**src/rtl/srtf_pkg.sv**
```systemverilog
// Shared types and constants for the SRTF scheduler.
// No dependencies; srtf_ctrl, srtf_dp and the top level import this package.
`default_nettype none

package srtf_pkg;

  localparam int SLOT_W  = 5;
  localparam int FIELD_W = 16;
  localparam int T_W     = 22;
  localparam int CNT_W   = 6;

  localparam logic [T_W-1:0]   T_MAX       = '1;
  localparam logic [CNT_W-1:0] COUNT_RESET = 6'd1;

  localparam logic KIND_LOAD = 1'b0;
  localparam logic KIND_TICK = 1'b1;

  typedef struct packed {
    logic               kind;
    logic [SLOT_W-1:0]  slot;
    logic [FIELD_W-1:0] arrival_time;
    logic [FIELD_W-1:0] burst_length;
  } req_item_t;

  typedef struct packed {
    logic              ran;
    logic [SLOT_W-1:0] served_slot;
    logic              finished;
    logic [T_W-1:0]    completion_time;
    logic [T_W-1:0]    turnaround;
    logic [T_W-1:0]    waiting;
    logic [T_W-1:0]    response;
    logic              all_done;
  } rsp_item_t;

  typedef logic [CNT_W-1:0] cfg_item_t;

  typedef enum logic [2:0] {
    ST_IDLE,
    ST_SCAN,
    ST_FETCH,
    ST_UPDATE,
    ST_EMIT
  } state_t;

  typedef struct packed {
    logic load;
    logic scan_start;
    logic fetch;
    logic update;
    logic emit;
  } dp_cmd_t;

  typedef struct packed {
    logic scan_done;
  } dp_sts_t;

endpackage

`default_nettype wire

```
**src/rtl/srtf_ctrl.sv**
```systemverilog
// Sequencer for the SRTF scheduler: accepts items, steps the datapath
// through scan, fetch and update, and owns the result valid flag. Uses srtf_pkg.
`default_nettype none

module srtf_ctrl (
  input  logic              clk,
  input  logic              rst,
  input  logic              req_valid,
  input  logic              req_kind,
  output logic              req_ready,
  input  logic              out_ready,
  output logic              out_valid,
  input  srtf_pkg::dp_sts_t sts,
  output srtf_pkg::dp_cmd_t cmd
);
  import srtf_pkg::*;

  state_t state;
  state_t state_next;
  logic   accept;

  assign accept = (state == ST_IDLE) && req_valid;

  always_ff @(posedge clk) begin
    if (rst) begin
      state <= ST_IDLE;
    end else begin
      state <= state_next;
    end
  end

  always_comb begin
    state_next = state;
    case (state)
      ST_IDLE: begin
        if (accept) begin
          state_next = (req_kind == KIND_TICK) ? ST_SCAN : ST_EMIT;
        end
      end
      ST_SCAN: begin
        if (sts.scan_done) begin
          state_next = ST_FETCH;
        end
      end
      ST_FETCH:  state_next = ST_UPDATE;
      ST_UPDATE: state_next = ST_EMIT;
      ST_EMIT: begin
        if (!out_valid || out_ready) begin
          state_next = ST_IDLE;
        end
      end
      default:   state_next = ST_IDLE;
    endcase
  end

  always_comb begin
    req_ready      = 1'b0;
    cmd            = '0;
    case (state)
      ST_IDLE: begin
        req_ready      = 1'b1;
        cmd.load       = accept && (req_kind == KIND_LOAD);
        cmd.scan_start = accept && (req_kind == KIND_TICK);
      end
      ST_FETCH:  cmd.fetch  = 1'b1;
      ST_UPDATE: cmd.update = 1'b1;
      ST_EMIT:   cmd.emit   = !out_valid || out_ready;
      default: begin
        req_ready = 1'b0;
      end
    endcase
  end

  // Hold the result until taken; a new one may replace it in the same cycle.
  always_ff @(posedge clk) begin
    if (rst) begin
      out_valid <= 1'b0;
    end else if (cmd.emit) begin
      out_valid <= 1'b1;
    end else if (out_ready) begin
      out_valid <= 1'b0;
    end
  end

endmodule

`default_nettype wire

```
**config.mk**
```make
export PLATFORM = sky130hd
export DESIGN_NAME = srtf_ctrl
export DESIGN_NICKNAME = d
export VERILOG_FILES = /design/src/rtl/srtf_pkg.sv /design/src/rtl/srtf_ctrl.sv
export SDC_FILE = /design/constraint.sdc
export NUM_CORES = 1
export LEC_CHECK = 0
export ABC_AREA = 1
export BUFFER_PORTS_ARGS = -buffer_cell sky130_fd_sc_hd__buf_2
export CORE_AREA = 10 10 47 49
export CTS_BUF_LIST = sky130_fd_sc_hd__clkbuf_4 sky130_fd_sc_hd__clkbuf_8
export DETAILED_ROUTE_END_ITERATION = 8
export DIE_AREA = 0 0 57 59
export PLACE_DENSITY_LB_ADDON = 0.15
export REMOVE_ABC_BUFFERS = 1
export SLEW_MARGIN = 0
export SYNTH_ARGS = -nofsm -noshare
export SYNTH_HDL_FRONTEND = slang
export SYNTH_SLANG_ARGS = --single-unit
```
**constraint.sdc**
```tcl
create_clock -name clk -period 0.9 [get_ports clk]
set_input_delay 0.18 -clock clk [delete_from_list [all_inputs] [get_ports clk]]
set_output_delay 0.18 -clock clk [all_outputs]
set_load 0.01 [all_outputs]
```
==> results.sh <==
export IMPL_power_leakage_nw=0.250
export IMPL_synth_seq_cells=4
export IMPL_synth_compound_area_share_pct=7.11
export IMPL_cts_buffers=3
export IMPL_grt_pass1_vias=341
export IMPL_synthXorXnorAreaFrac_pct=0
export IMPL_crit_required_ns=0.72
export IMPL_drcViolationCount=0
export IMPL_htreeDepth=1
export IMPL_grt_first_pass_wirelength_um=1300
export IMPL_rsz0062_at_grt="true"
export IMPL_layout_area_seq_um2=91.3
export IMPL_cell_internal_pwr_uw=497
export IMPL_setup_viol=9
export IMPL_post_route_util_pct=32.7
export IMPL_critPathTopFamily="flip-flops"
export IMPL_vias_per_cell=4.04
export IMPL_rows=14
export IMPL_synth_cell_type_count=14
export IMPL_ir_drop_uv=860
export IMPL_io_buffers=12
export IMPL_antenna_found_initial=0
export IMPL_syn_area_per_cell_um2=6.32
export IMPL_synth_simple_area_share_pct=46.7
export IMPL_start_util_pct=17.6
export IMPL_cp_max_fo=4
export IMPL_synthCells=39
export IMPL_clkTransAtPathRegs_ns=0.04
export IMPL_powerDensity_nw_per_um2=1620
export IMPL_setup_tns_final_ns=-2.43
export IMPL_dr_pass1_iters=3
export IMPL_max_clock_freq_ghz=0.812
export IMPL_cts_sinks=4
export IMPL_skew_ns=0.00287
export IMPL_drv_slew=0
export IMPL_fin_crit_sh_pct=137
export IMPL_drv_cap=0
export IMPL_routedWlPerCell_um=10.2
export IMPL_gp_congestion=0.713
export IMPL_whs_ns=0.142
export IMPL_synth_fa_ha_area_share_pct=0
export IMPL_core_area_um2=1400
export IMPL_final_cell_count_no_fill=78
export IMPL_crit_path_end_kind="output pin"
export IMPL_finalWorstSetupSlack_ns=-0.331
export IMPL_dpl_cell_area_um2=364
export IMPL_cts_root_buf="clkbuf_4"
export IMPL_worstPathCellList="nor4_4 -> buf_2"
export IMPL_slowest_delay_ns=0.36
export IMPL_violations="negative setup slack"
export IMPL_cts_tree="yes"
export IMPL_synth_top_family_by_area="simple AND/OR/NAND/NOR gates"
export IMPL_clk_latency_ns=0.23
export IMPL_arrival_ns=1.05
export IMPL_dieWidth_um=57
export IMPL_path_class="flip-flop to output pin"
export IMPL_dp_cells=72
export IMPL_min_path_type="primary input to flip-flop"
export IMPL_power_total_uw=744
export IMPL_drive_gt1_share_pct=54.8
export IMPL_ioPinCount=13
export IMPL_die_h_um=59
export IMPL_vias=315
export IMPL_switchingPower_uw=247
export IMPL_ys_warnings_count=0
export IMPL_yosysSeqAreaShare_pct=32.5
export IMPL_tightestPinTransition_ns=0.211
export IMPL_post_place_ws_ns=-0.172
export IMPL_hold_violations=0
export IMPL_power_switching_share_pct=33.2
export IMPL_diodes=0
export IMPL_synthMuxAreaShare_pct=0
export IMPL_clock_path_buffers=2
export IMPL_post_route_min_period_ns=1.23
export IMPL_seqPwrFrac_pct=31.0
export IMPL_slew_headroom_pct=85.8
export IMPL_start_kind="flip-flop"
export IMPL_grt_usage_pct=4.88
export IMPL_antenna_left=0
export IMPL_wl_um=793
export IMPL_nNetsFinal=70
export IMPL_drt_iter0_drc=3
export IMPL_grt_remaining_overflow=0
export IMPL_multi_input_area_um2=161
export IMPL_nFillCells=165
export IMPL_power_frac_clock_pct=29.6
export IMPL_status="finished with violations"
export IMPL_die_area_um2=3360
export IMPL_cpMaxStageDelayCell="dfxtp_4"
export IMPL_final_area_um2=458
export IMPL_synth_area_um2=246
export IMPL_worst_path_buf_inv=1
export IMPL_power_frac_comb_pct=39.4
export IMPL_grt_max_degree=6
export IMPL_area_growth_pct=85.8
==> worst paths after layout <==
path | start | end | slack [ns] | depth (start not counted)
max | state[1] | cmd[0] | -0.33 | 2
min | rst | state[1] | 0.14 | 2
max reg2reg | state[0] | state[0] | -0.27 | 7
min reg2reg | out_valid | out_valid | 0.60 | 4
==> Yosys cell counts (all sizes together) <==
cell,number,area share (%)
a21boi,1,3.0
nor4,1,5.1
o21ai,1,2.0
nor3,1,2.0
nand3,6,12
a21oi,1,2.0
dfxtp,4,32
nor2,8,14
nand3b,1,3.0
inv,9,14
nand2,5,7.6
nand4,1,2.5
==> cells by family after synthesis <==
logic type             count (synthesis)
flip-flops                             4
buffers and inverters                  9
AO/OA/AOI/OAI                          3
AND/OR/NAND/NOR                       23
==> sequential cells by signal, summed over array words and instances, names as in the netlist <==
register,flops
state,3
out_valid,1
==> cell type report <==
class,count,area share [%]
Timing Repair Buffer,20,27.0
Inverter,9,8.47
Sequential cell,4,19.9
Multi-Input combinational cell,26,35.2
Clock buffer,3,4.92
Tap cell,16,4.37
==> placed cells by master, fill, tap and decap left out <==
cell / n
buf_2: 12
nor2_1: 5
nand3_1: 5
nor4_4: 1
nand4_1: 1
a21oi_1: 1
dfxtp_4: 3
o21ai_1: 1
nand2_1: 4
a21boi_1: 1
nand3b_1: 1
inv_1: 8
dfxtp_1: 1
nand2_2: 1
nor2_2: 2
clkbuf_4: 3
nand3_2: 1
buf_6: 1
buf_4: 7
nor3_2: 1
inv_6: 1
nor2_4: 1
==> metal layers <==
layer / up-vias / track usage, % / routed length [um]
met5: - / 0 / 0
met1: 138 / 4.50 / 326
met3: 0 / 3.86 / 50
met2: 5 / 8.37 / 416
li1: 172 / - / -
met4: 0 / 1.01 / 0
==> worst reg2reg max path, cell delays in order, from the launching register on <==
cell and delay [ns]:
dfxtp_4 0.36, nor2_2 0.14, buf_4 0.13, nand3_1 0.12, nand2_1 0.09, inv_1 0.05, a21boi_1 0.12, nor2_1 0.05
==> repair_timing <==
item,CTS,global route
endpoints found under the setup margin,10,10
hold buffers,0,0
resized for setup,8,7
buffers inserted,2,1
hold endpoints to repair,0,0
pin swaps,3,2
==> power groups by stage <==
stage               logic [mW]  clock network (mW)  registers [mW]
detailed placement       0.231                   0           0.221
finish                   0.293               0.220           0.231
floorplan                0.129                   0           0.220
CTS                      0.266               0.233           0.227
global placement         0.234                   0           0.221
global route             0.331               0.253           0.232
No activity file was read; power rests on OpenSTA's default activity.
