===== config.mk =====
export PLATFORM = sky130hd
export DESIGN_NAME = srtf_dp
export DESIGN_NICKNAME = d
export VERILOG_FILES = /design/src/rtl/srtf_pkg.sv /design/src/rtl/srtf_dp.sv
export SDC_FILE = /design/constraint.sdc
export NUM_CORES = 2
export LEC_CHECK = 0
export BUFFER_PORTS_ARGS = -buffer_cell sky130_fd_sc_hd__buf_2
export CAP_MARGIN = 20
export CORE_MARGIN = 8
export CORE_UTILIZATION = 30
export DETAILED_ROUTE_END_ITERATION = 10
export PLACE_DENSITY_LB_ADDON = 0.08
export SLEW_MARGIN = 10
export SYNTH_ARGS = -nofsm -noshare
export SYNTH_HDL_FRONTEND = slang
export SYNTH_SLANG_ARGS = --single-unit
export TNS_END_PERCENT = 20

===== constraint.sdc =====
create_clock -name clk -period 16 [get_ports clk]
set_input_delay 1.6 -clock clk [delete_from_list [all_inputs] [get_ports clk]]
set_output_delay 1.6 -clock clk [all_outputs]
set_load 0.02 [all_outputs]

===== src/rtl/srtf_pkg.sv =====
// Shared types and constants for the SRTF scheduler.
// No dependencies; srtf_ctrl, srtf_dp and the top level import this package.
`default_nettype none

package srtf_pkg;

  localparam int SLOT_W  = 5;
  localparam int FIELD_W = 16;
  localparam int T_W     = 22;
  localparam int CNT_W   = 6;

  localparam logic [T_W-1:0]   T_MAX       = '1;
  localparam logic [CNT_W-1:0] COUNT_RESET = 6'd1;

  localparam logic KIND_LOAD = 1'b0;
  localparam logic KIND_TICK = 1'b1;

  typedef struct packed {
    logic               kind;
    logic [SLOT_W-1:0]  slot;
    logic [FIELD_W-1:0] arrival_time;
    logic [FIELD_W-1:0] burst_length;
  } req_item_t;

  typedef struct packed {
    logic              ran;
    logic [SLOT_W-1:0] served_slot;
    logic              finished;
    logic [T_W-1:0]    completion_time;
    logic [T_W-1:0]    turnaround;
    logic [T_W-1:0]    waiting;
    logic [T_W-1:0]    response;
    logic              all_done;
  } rsp_item_t;

  typedef logic [CNT_W-1:0] cfg_item_t;

  typedef enum logic [2:0] {
    ST_IDLE,
    ST_SCAN,
    ST_FETCH,
    ST_UPDATE,
    ST_EMIT
  } state_t;

  typedef struct packed {
    logic load;
    logic scan_start;
    logic fetch;
    logic update;
    logic emit;
  } dp_cmd_t;

  typedef struct packed {
    logic scan_done;
  } dp_sts_t;

endpackage

`default_nettype wire


===== src/rtl/srtf_dp.sv =====
// Datapath of the SRTF scheduler: slot tables, done flags, time, the
// one-slot-per-cycle minimum scan and the completion arithmetic. Uses srtf_pkg.
`default_nettype none

module srtf_dp #(
  parameter int MAX_PROCESSES = 32,
  parameter int TIME_BITS     = 16
) (
  input  logic                clk,
  input  logic                rst,
  input  srtf_pkg::dp_cmd_t   cmd,
  output srtf_pkg::dp_sts_t   sts,
  input  logic                cfg_wr,
  input  srtf_pkg::cfg_item_t cfg_data,
  input  srtf_pkg::req_item_t req_data,
  output srtf_pkg::rsp_item_t rsp_data
);
  import srtf_pkg::*;

  localparam int AW = $clog2(MAX_PROCESSES);
  localparam int NW = $clog2(MAX_PROCESSES + 1);

  typedef logic [TIME_BITS-1:0] tval_t;

  function automatic logic [31:0] sub_sat(input logic [31:0] a, input logic [31:0] b);
    sub_sat = (a > b) ? (a - b) : 32'd0;
  endfunction

  // Slot tables
  tval_t          arrival_mem [MAX_PROCESSES];
  tval_t          burst_mem   [MAX_PROCESSES];
  tval_t          remain_mem  [MAX_PROCESSES];
  logic [T_W-1:0] start_mem   [MAX_PROCESSES];

  logic [MAX_PROCESSES-1:0] done;
  logic [CNT_W-1:0]         process_count;
  logic [T_W-1:0]           cur_time;

  logic [NW-1:0] n_act;
  logic [NW-1:0] issue_idx;
  logic [NW-1:0] done_cnt;
  logic          scanning;
  logic          issuing;
  logic          q_valid;
  logic [AW-1:0] q_idx;
  tval_t         arr_q;
  tval_t         burst_q;
  tval_t         rem_q;

  logic          best_found;
  logic [AW-1:0] best_idx;
  tval_t         best_arr;
  tval_t         best_burst;
  tval_t         best_rem;
  logic [T_W-1:0] start_q;

  logic          load_ok;
  logic [AW-1:0] load_addr;
  tval_t         load_arr;
  tval_t         load_burst;

  logic          eligible;
  logic          better;
  logic          all_pre;
  logic          upd_act;
  logic          first;
  tval_t         new_rem;
  logic          fin;
  logic [T_W-1:0] time_next;
  logic [T_W-1:0] start_val;
  logic [31:0]   tat32;
  logic [31:0]   wait32;
  logic [31:0]   resp32;
  rsp_item_t     res;
  rsp_item_t     res_next;

  assign load_ok    = 32'(req_data.slot) < MAX_PROCESSES;
  assign load_addr  = AW'(req_data.slot);
  assign load_arr   = TIME_BITS'(req_data.arrival_time);
  assign load_burst = TIME_BITS'(req_data.burst_length);

  assign n_act = (32'(process_count) > MAX_PROCESSES) ? NW'(MAX_PROCESSES)
                                                      : NW'(process_count);

  assign issuing       = scanning && (issue_idx < n_act);
  assign sts.scan_done = scanning && !issuing && !q_valid;

  // Table memories: one write port each, registered reads
  always_ff @(posedge clk) begin
    if (cmd.load && load_ok) begin
      arrival_mem[load_addr] <= load_arr;
      burst_mem[load_addr]   <= load_burst;
    end
    arr_q   <= arrival_mem[issue_idx[AW-1:0]];
    burst_q <= burst_mem[issue_idx[AW-1:0]];
  end

  always_ff @(posedge clk) begin
    if (cmd.load && load_ok) begin
      remain_mem[load_addr] <= load_burst;
    end else if (cmd.update && upd_act) begin
      remain_mem[best_idx] <= new_rem;
    end
    rem_q <= remain_mem[issue_idx[AW-1:0]];
  end

  always_ff @(posedge clk) begin
    if (cmd.update && upd_act && first) begin
      start_mem[best_idx] <= cur_time;
    end
    if (cmd.fetch) begin
      start_q <= start_mem[best_idx];
    end
  end

  // Scan control
  always_ff @(posedge clk) begin
    if (rst) begin
      scanning <= 1'b0;
      q_valid  <= 1'b0;
    end else begin
      if (cmd.scan_start) begin
        scanning <= 1'b1;
      end else if (sts.scan_done) begin
        scanning <= 1'b0;
      end
      q_valid <= issuing;
    end
  end

  assign eligible = q_valid && !done[q_idx] && (32'(arr_q) <= 32'(cur_time));
  assign better   = !best_found || (rem_q < best_rem) ||
                    ((rem_q == best_rem) && (arr_q < best_arr));

  // Running minimum; strict compares keep the lower slot on a full tie
  always_ff @(posedge clk) begin
    q_idx <= issue_idx[AW-1:0];
    if (cmd.scan_start) begin
      issue_idx  <= '0;
      done_cnt   <= '0;
      best_found <= 1'b0;
    end else begin
      if (issuing) begin
        issue_idx <= issue_idx + 1'b1;
      end
      if (q_valid) begin
        done_cnt <= done_cnt + NW'(done[q_idx]);
      end
      if (eligible && better) begin
        best_found <= 1'b1;
        best_idx   <= q_idx;
        best_arr   <= arr_q;
        best_burst <= burst_q;
        best_rem   <= rem_q;
      end
    end
  end

  assign all_pre   = done_cnt >= n_act;
  assign upd_act   = !all_pre && best_found;
  assign first     = best_rem == best_burst;
  assign new_rem   = (best_rem == '0) ? '0 : best_rem - 1'b1;
  assign fin       = new_rem == '0;
  assign time_next = (cur_time == T_MAX) ? cur_time : cur_time + 1'b1;
  assign start_val = first ? cur_time : start_q;
  assign tat32     = sub_sat(32'(time_next), 32'(best_arr));
  assign wait32    = sub_sat(tat32, 32'(best_burst));
  assign resp32    = sub_sat(32'(start_val), 32'(best_arr));

  always_comb begin
    res_next = '0;
    if (all_pre) begin
      res_next.all_done = 1'b1;
    end else begin
      if (upd_act) begin
        res_next.ran         = 1'b1;
        res_next.served_slot = SLOT_W'(best_idx);
        if (fin) begin
          res_next.finished        = 1'b1;
          res_next.completion_time = time_next;
          res_next.turnaround      = tat32[T_W-1:0];
          res_next.waiting         = wait32[T_W-1:0];
          res_next.response        = resp32[T_W-1:0];
        end
      end
      res_next.all_done = (32'(done_cnt) + 32'(upd_act && fin)) >= 32'(n_act);
    end
  end

  // Done flags, time and the slot count register
  always_ff @(posedge clk) begin
    if (rst) begin
      done          <= '0;
      cur_time      <= '0;
      process_count <= COUNT_RESET;
    end else begin
      if (cfg_wr) begin
        process_count <= cfg_data;
      end
      if (cmd.load && load_ok) begin
        done[load_addr] <= 1'b0;
      end
      if (cmd.update && !all_pre) begin
        cur_time <= time_next;
        if (upd_act && fin) begin
          done[best_idx] <= 1'b1;
        end
      end
    end
  end

  // Staged result, then the output register
  always_ff @(posedge clk) begin
    if (cmd.load) begin
      res <= '0;
    end else if (cmd.update) begin
      res <= res_next;
    end
    if (cmd.emit) begin
      rsp_data <= res;
    end
  end

endmodule

`default_nettype wire


==> results.sh <==
export IMPL_synth_ff_type="edfxtp_1"
export IMPL_synth_distinct_cells=78
export IMPL_fmax_ghz=0.108
export IMPL_start_util_pct=30.1
export IMPL_die_w_um=602
export IMPL_syn_nets=5298
export IMPL_r2r_start="cur_time[0]$_SDFFE_PP0P_"
export IMPL_vias=51500
export IMPL_yosysWarnings=0
export IMPL_final_nets=5690
export IMPL_setup_worst_path_class="reg2reg"
export IMPL_crit_start="cur_time[0]$_SDFFE_PP0P_"
export IMPL_cts_buffer_depth=4
export IMPL_syn_area_per_cell_um2=20.1
export IMPL_clk_latency_ns=0.90
export IMPL_critPathCaptureType="flop"
export IMPL_detail_route_first_pass_iterations=7
export IMPL_synth_cells=5124
export IMPL_final_setup_viol_count=0
export IMPL_coreArea_mm2=0.342
export IMPL_grt_max_degree=85
export IMPL_p_int_mw=11.9
export IMPL_post_cts_resized=0
export IMPL_htree_num_levels=5
export IMPL_cp_max_fo=40
export IMPL_die_area_mm2=0.363
export IMPL_dp_cells=9760
export IMPL_port_buffer_count=147
export IMPL_leakagePower_nw=38.8
export IMPL_peakVddDrop_mv=0.0731
export IMPL_ioPinCount=149
export IMPL_cpLargestDelayFamily="simple AND/OR/NAND/NOR gates"
export IMPL_grt_ovfl_total=0
export IMPL_clk_pin_slew_worst_paths_ns=0.06
export IMPL_p_switching_mw=3.32
export IMPL_cp_slowest_stage_delay_ns=0.69
export IMPL_cts_sinks=2635
export IMPL_ff2ff_path_depth=30
export IMPL_vias_per_cell=4.99
export IMPL_worst_path_max_delay_cell="nor4_1"
export IMPL_hold_slack_ns=0.403
export IMPL_status="complete, no violations"
export IMPL_routabilityCongestion=0.780
export IMPL_fp_row_count=215
export IMPL_numCtsBuffers=304
export IMPL_antenna_found_initial=28
export IMPL_max_cap_viol_count=0
export IMPL_wl_met3_um=15100
export IMPL_cts_tree="built"
export IMPL_drt_iter0_drc=4640
export IMPL_tightest_slew_ns=1.11
export IMPL_max_slew_margin_pct=26.0
export IMPL_start_kind="flop"
export IMPL_hp_class="reg2reg"
export IMPL_drt_wl_total_um=315000
export IMPL_reg2reg_to="res[24]$_SDFFE_PP0P_"
export IMPL_syn2layout_area_growth_pct=16.8
export IMPL_avgRoutedWirePerCell_um=30.6
export IMPL_reg2reg_setup_slack_ns=6.74
export IMPL_drv_slew=0
export IMPL_dpl_hpwl_um=179000
export IMPL_synth_edff_count=2411
export IMPL_crit_arrival_ns=10.03
export IMPL_hold_buffers=0
export IMPL_root_buffer="clkbuf_16"
export IMPL_rsz0062_at_grt="no"
export IMPL_combPwrFrac_pct=5.6
export IMPL_report_final_hold_viol_count=0
export IMPL_power_frac_seq_pct=50.3
export IMPL_pwr_density_cell_mw_per_mm2=126
export IMPL_drc=0
export IMPL_wl_met2_um=148000
export IMPL_grt_pass1_wl_um=437000
export IMPL_first_global_vias=53500
export IMPL_synth_seq_cells=2635
export IMPL_finalCritPeriodShare_pct=57.9
export IMPL_postRouteAntennaNets=0
export IMPL_post_cts_setup_buffer_count=0
export IMPL_clock_skew_ns=0.0897
export IMPL_netSwitchingFraction_pct=21.9
export IMPL_ys_seq_area_share_pct=74.6
export IMPL_netlist_area_mm2=0.103
export IMPL_synthArstFlopShare_pct=0
export IMPL_drive_gt1_share_pct=28.1
export IMPL_required_ns=16.77
export IMPL_cp_num_cells=30
export IMPL_fin_crit_ns=9.26
export IMPL_pwr_share_clk_pct=44.0
export IMPL_fin_setup_tns_ns=0
export IMPL_met1_length_um=147000
export IMPL_fin_cells=10300
export IMPL_endpoint="res[24]$_SDFFE_PP0P_"
export IMPL_gr_usage_all_layers_pct=16.9
export IMPL_cp_num_buf_inv=3
export IMPL_dieHeight_um=602
export IMPL_maxUsedRoutingLayer="met5"
## cells in the mapped netlist, drive strengths merged, types with 13 or more instances
cell / count / area, um^2
ha: 119 / 1490
a22o: 47 / 412
nor2: 201 / 757
inv: 93 / 349
edfxtp: 2411 / 72400
nor2b: 24 / 150
xor2: 49 / 429
buf: 71 / 284
nand2b: 21 / 131
o21ai: 145 / 726
mux2: 52 / 586
mux2i: 20 / 213
nand2: 188 / 713
nor4: 18 / 140
nand4: 51 / 340
a21oi: 98 / 490
a21o: 43 / 323
a22oi: 92 / 691
nor3: 32 / 160
mux4: 666 / 15000
o21a: 15 / 120
dfxtp: 224 / 4480
and2: 13 / 81.3
or3: 21 / 131
nand3: 39 / 195
clkbuf: 178 / 668
xnor2: 64 / 561
## worst min path at each step
stage	start	to	slack [ns]	cells after the start
after floorplan	issue_idx[0]$_SDFFE_PP0P_	q_idx[0]$_DFF_P_	0.35	0
after global placement	burst_q[14]$_DFF_P_	best_burst[14]$_DFFE_PP_	0.39	0
after detailed placement	burst_q[12]$_DFF_P_	best_burst[12]$_DFFE_PP_	0.39	0
after CTS	burst_q[8]$_DFF_P_	best_burst[8]$_DFFE_PP_	0.40	0
after global routing	burst_q[8]$_DFF_P_	best_burst[8]$_DFFE_PP_	0.41	0
final	burst_q[8]$_DFF_P_	best_burst[8]$_DFFE_PP_	0.40	0
## cell type report
class	count	area, um^2
fill	31900	222000
sequential	2635	76900
multi-input combinational	2146	25800
clock buffer	402	8300
tap	4557	5700
timing repair buffer	335	2240
clock inverter	141	1150
inverter	94	353
antenna	3	7.51
## power groups by stage
stage	Clock, mW	Sequential [mW]	Combinational, mW
final	6.68	7.64	0.856
after floorplan	0	7.76	0.560
after global placement	0	7.79	0.872
after CTS	6.88	7.64	0.879
after detailed placement	0	7.79	0.876
after global routing	7.13	7.64	0.930
## routing by layer
| layer | GRT usage [%] | vias to the layer above |
|---|---|---|
| met4 | 2.70 | 8 |
| met5 | 0 | - |
| met1 | 24.5 | 28000 |
| met3 | 2.83 | 335 |
| li1 | - | 21900 |
| met2 | 27.3 | 1234 |
## layout by cell type (no fill, tap or decap), drive strengths merged, types with 21 or more instances in the layout
cell / n
clkinv: 112
o21ai: 145
buf: 334
clkbuf: 403
nor2b: 24
a21oi: 98
mux2: 52
ha: 119
a22oi: 92
or3: 21
nor3: 32
nand3: 39
a21o: 43
xnor2: 64
dfxtp: 224
edfxtp: 2411
nand2: 188
inv: 104
nand4: 51
a22o: 47
nor2: 201
mux4: 666
xor2: 49
nand2b: 21
## kinds of logic after synthesis
| logic type | count (synthesis) | share of synthesized area, % |
|---|---|---|
| flops | 2635 | 74.6 |
| mux | 738 | 15.3 |
| simple gates | 646 | 2.99 |
| buf+inv | 343 | 1.27 |
| fa+ha+maj | 122 | 1.50 |
| xor+xnor | 113 | 0.960 |
| compound gates | 527 | 3.39 |
## metrics by stage
step	total power [mW]	cell area, um^2	worst slack (ns)	util [%]
finish	15.2	120000	6.74	35.2
global route	15.7	120000	6.23	35.2
floorplan	8.32	103000	9.00	-
global placement	8.66	111000	6.36	32.4
CTS	15.4	120000	6.18	35.1
detailed placement	8.66	111000	6.24	32.4
## sequential cells by signal, indices dropped and copies added (netlist names), 5 cells and up
name           count
best_idx           5
cur_time          22
rem_q             16
burst_q           16
issue_idx          6
q_idx              5
best_burst        16
best_arr          16
done_cnt           6
start_q           22
res               96
done              32
burst_mem        512
remain_mem       512
rsp_data          96
best_rem          16
start_mem        704
arr_q             16
process_count      6
arrival_mem      512
No activity file was read; power rests on OpenSTA's default activity.
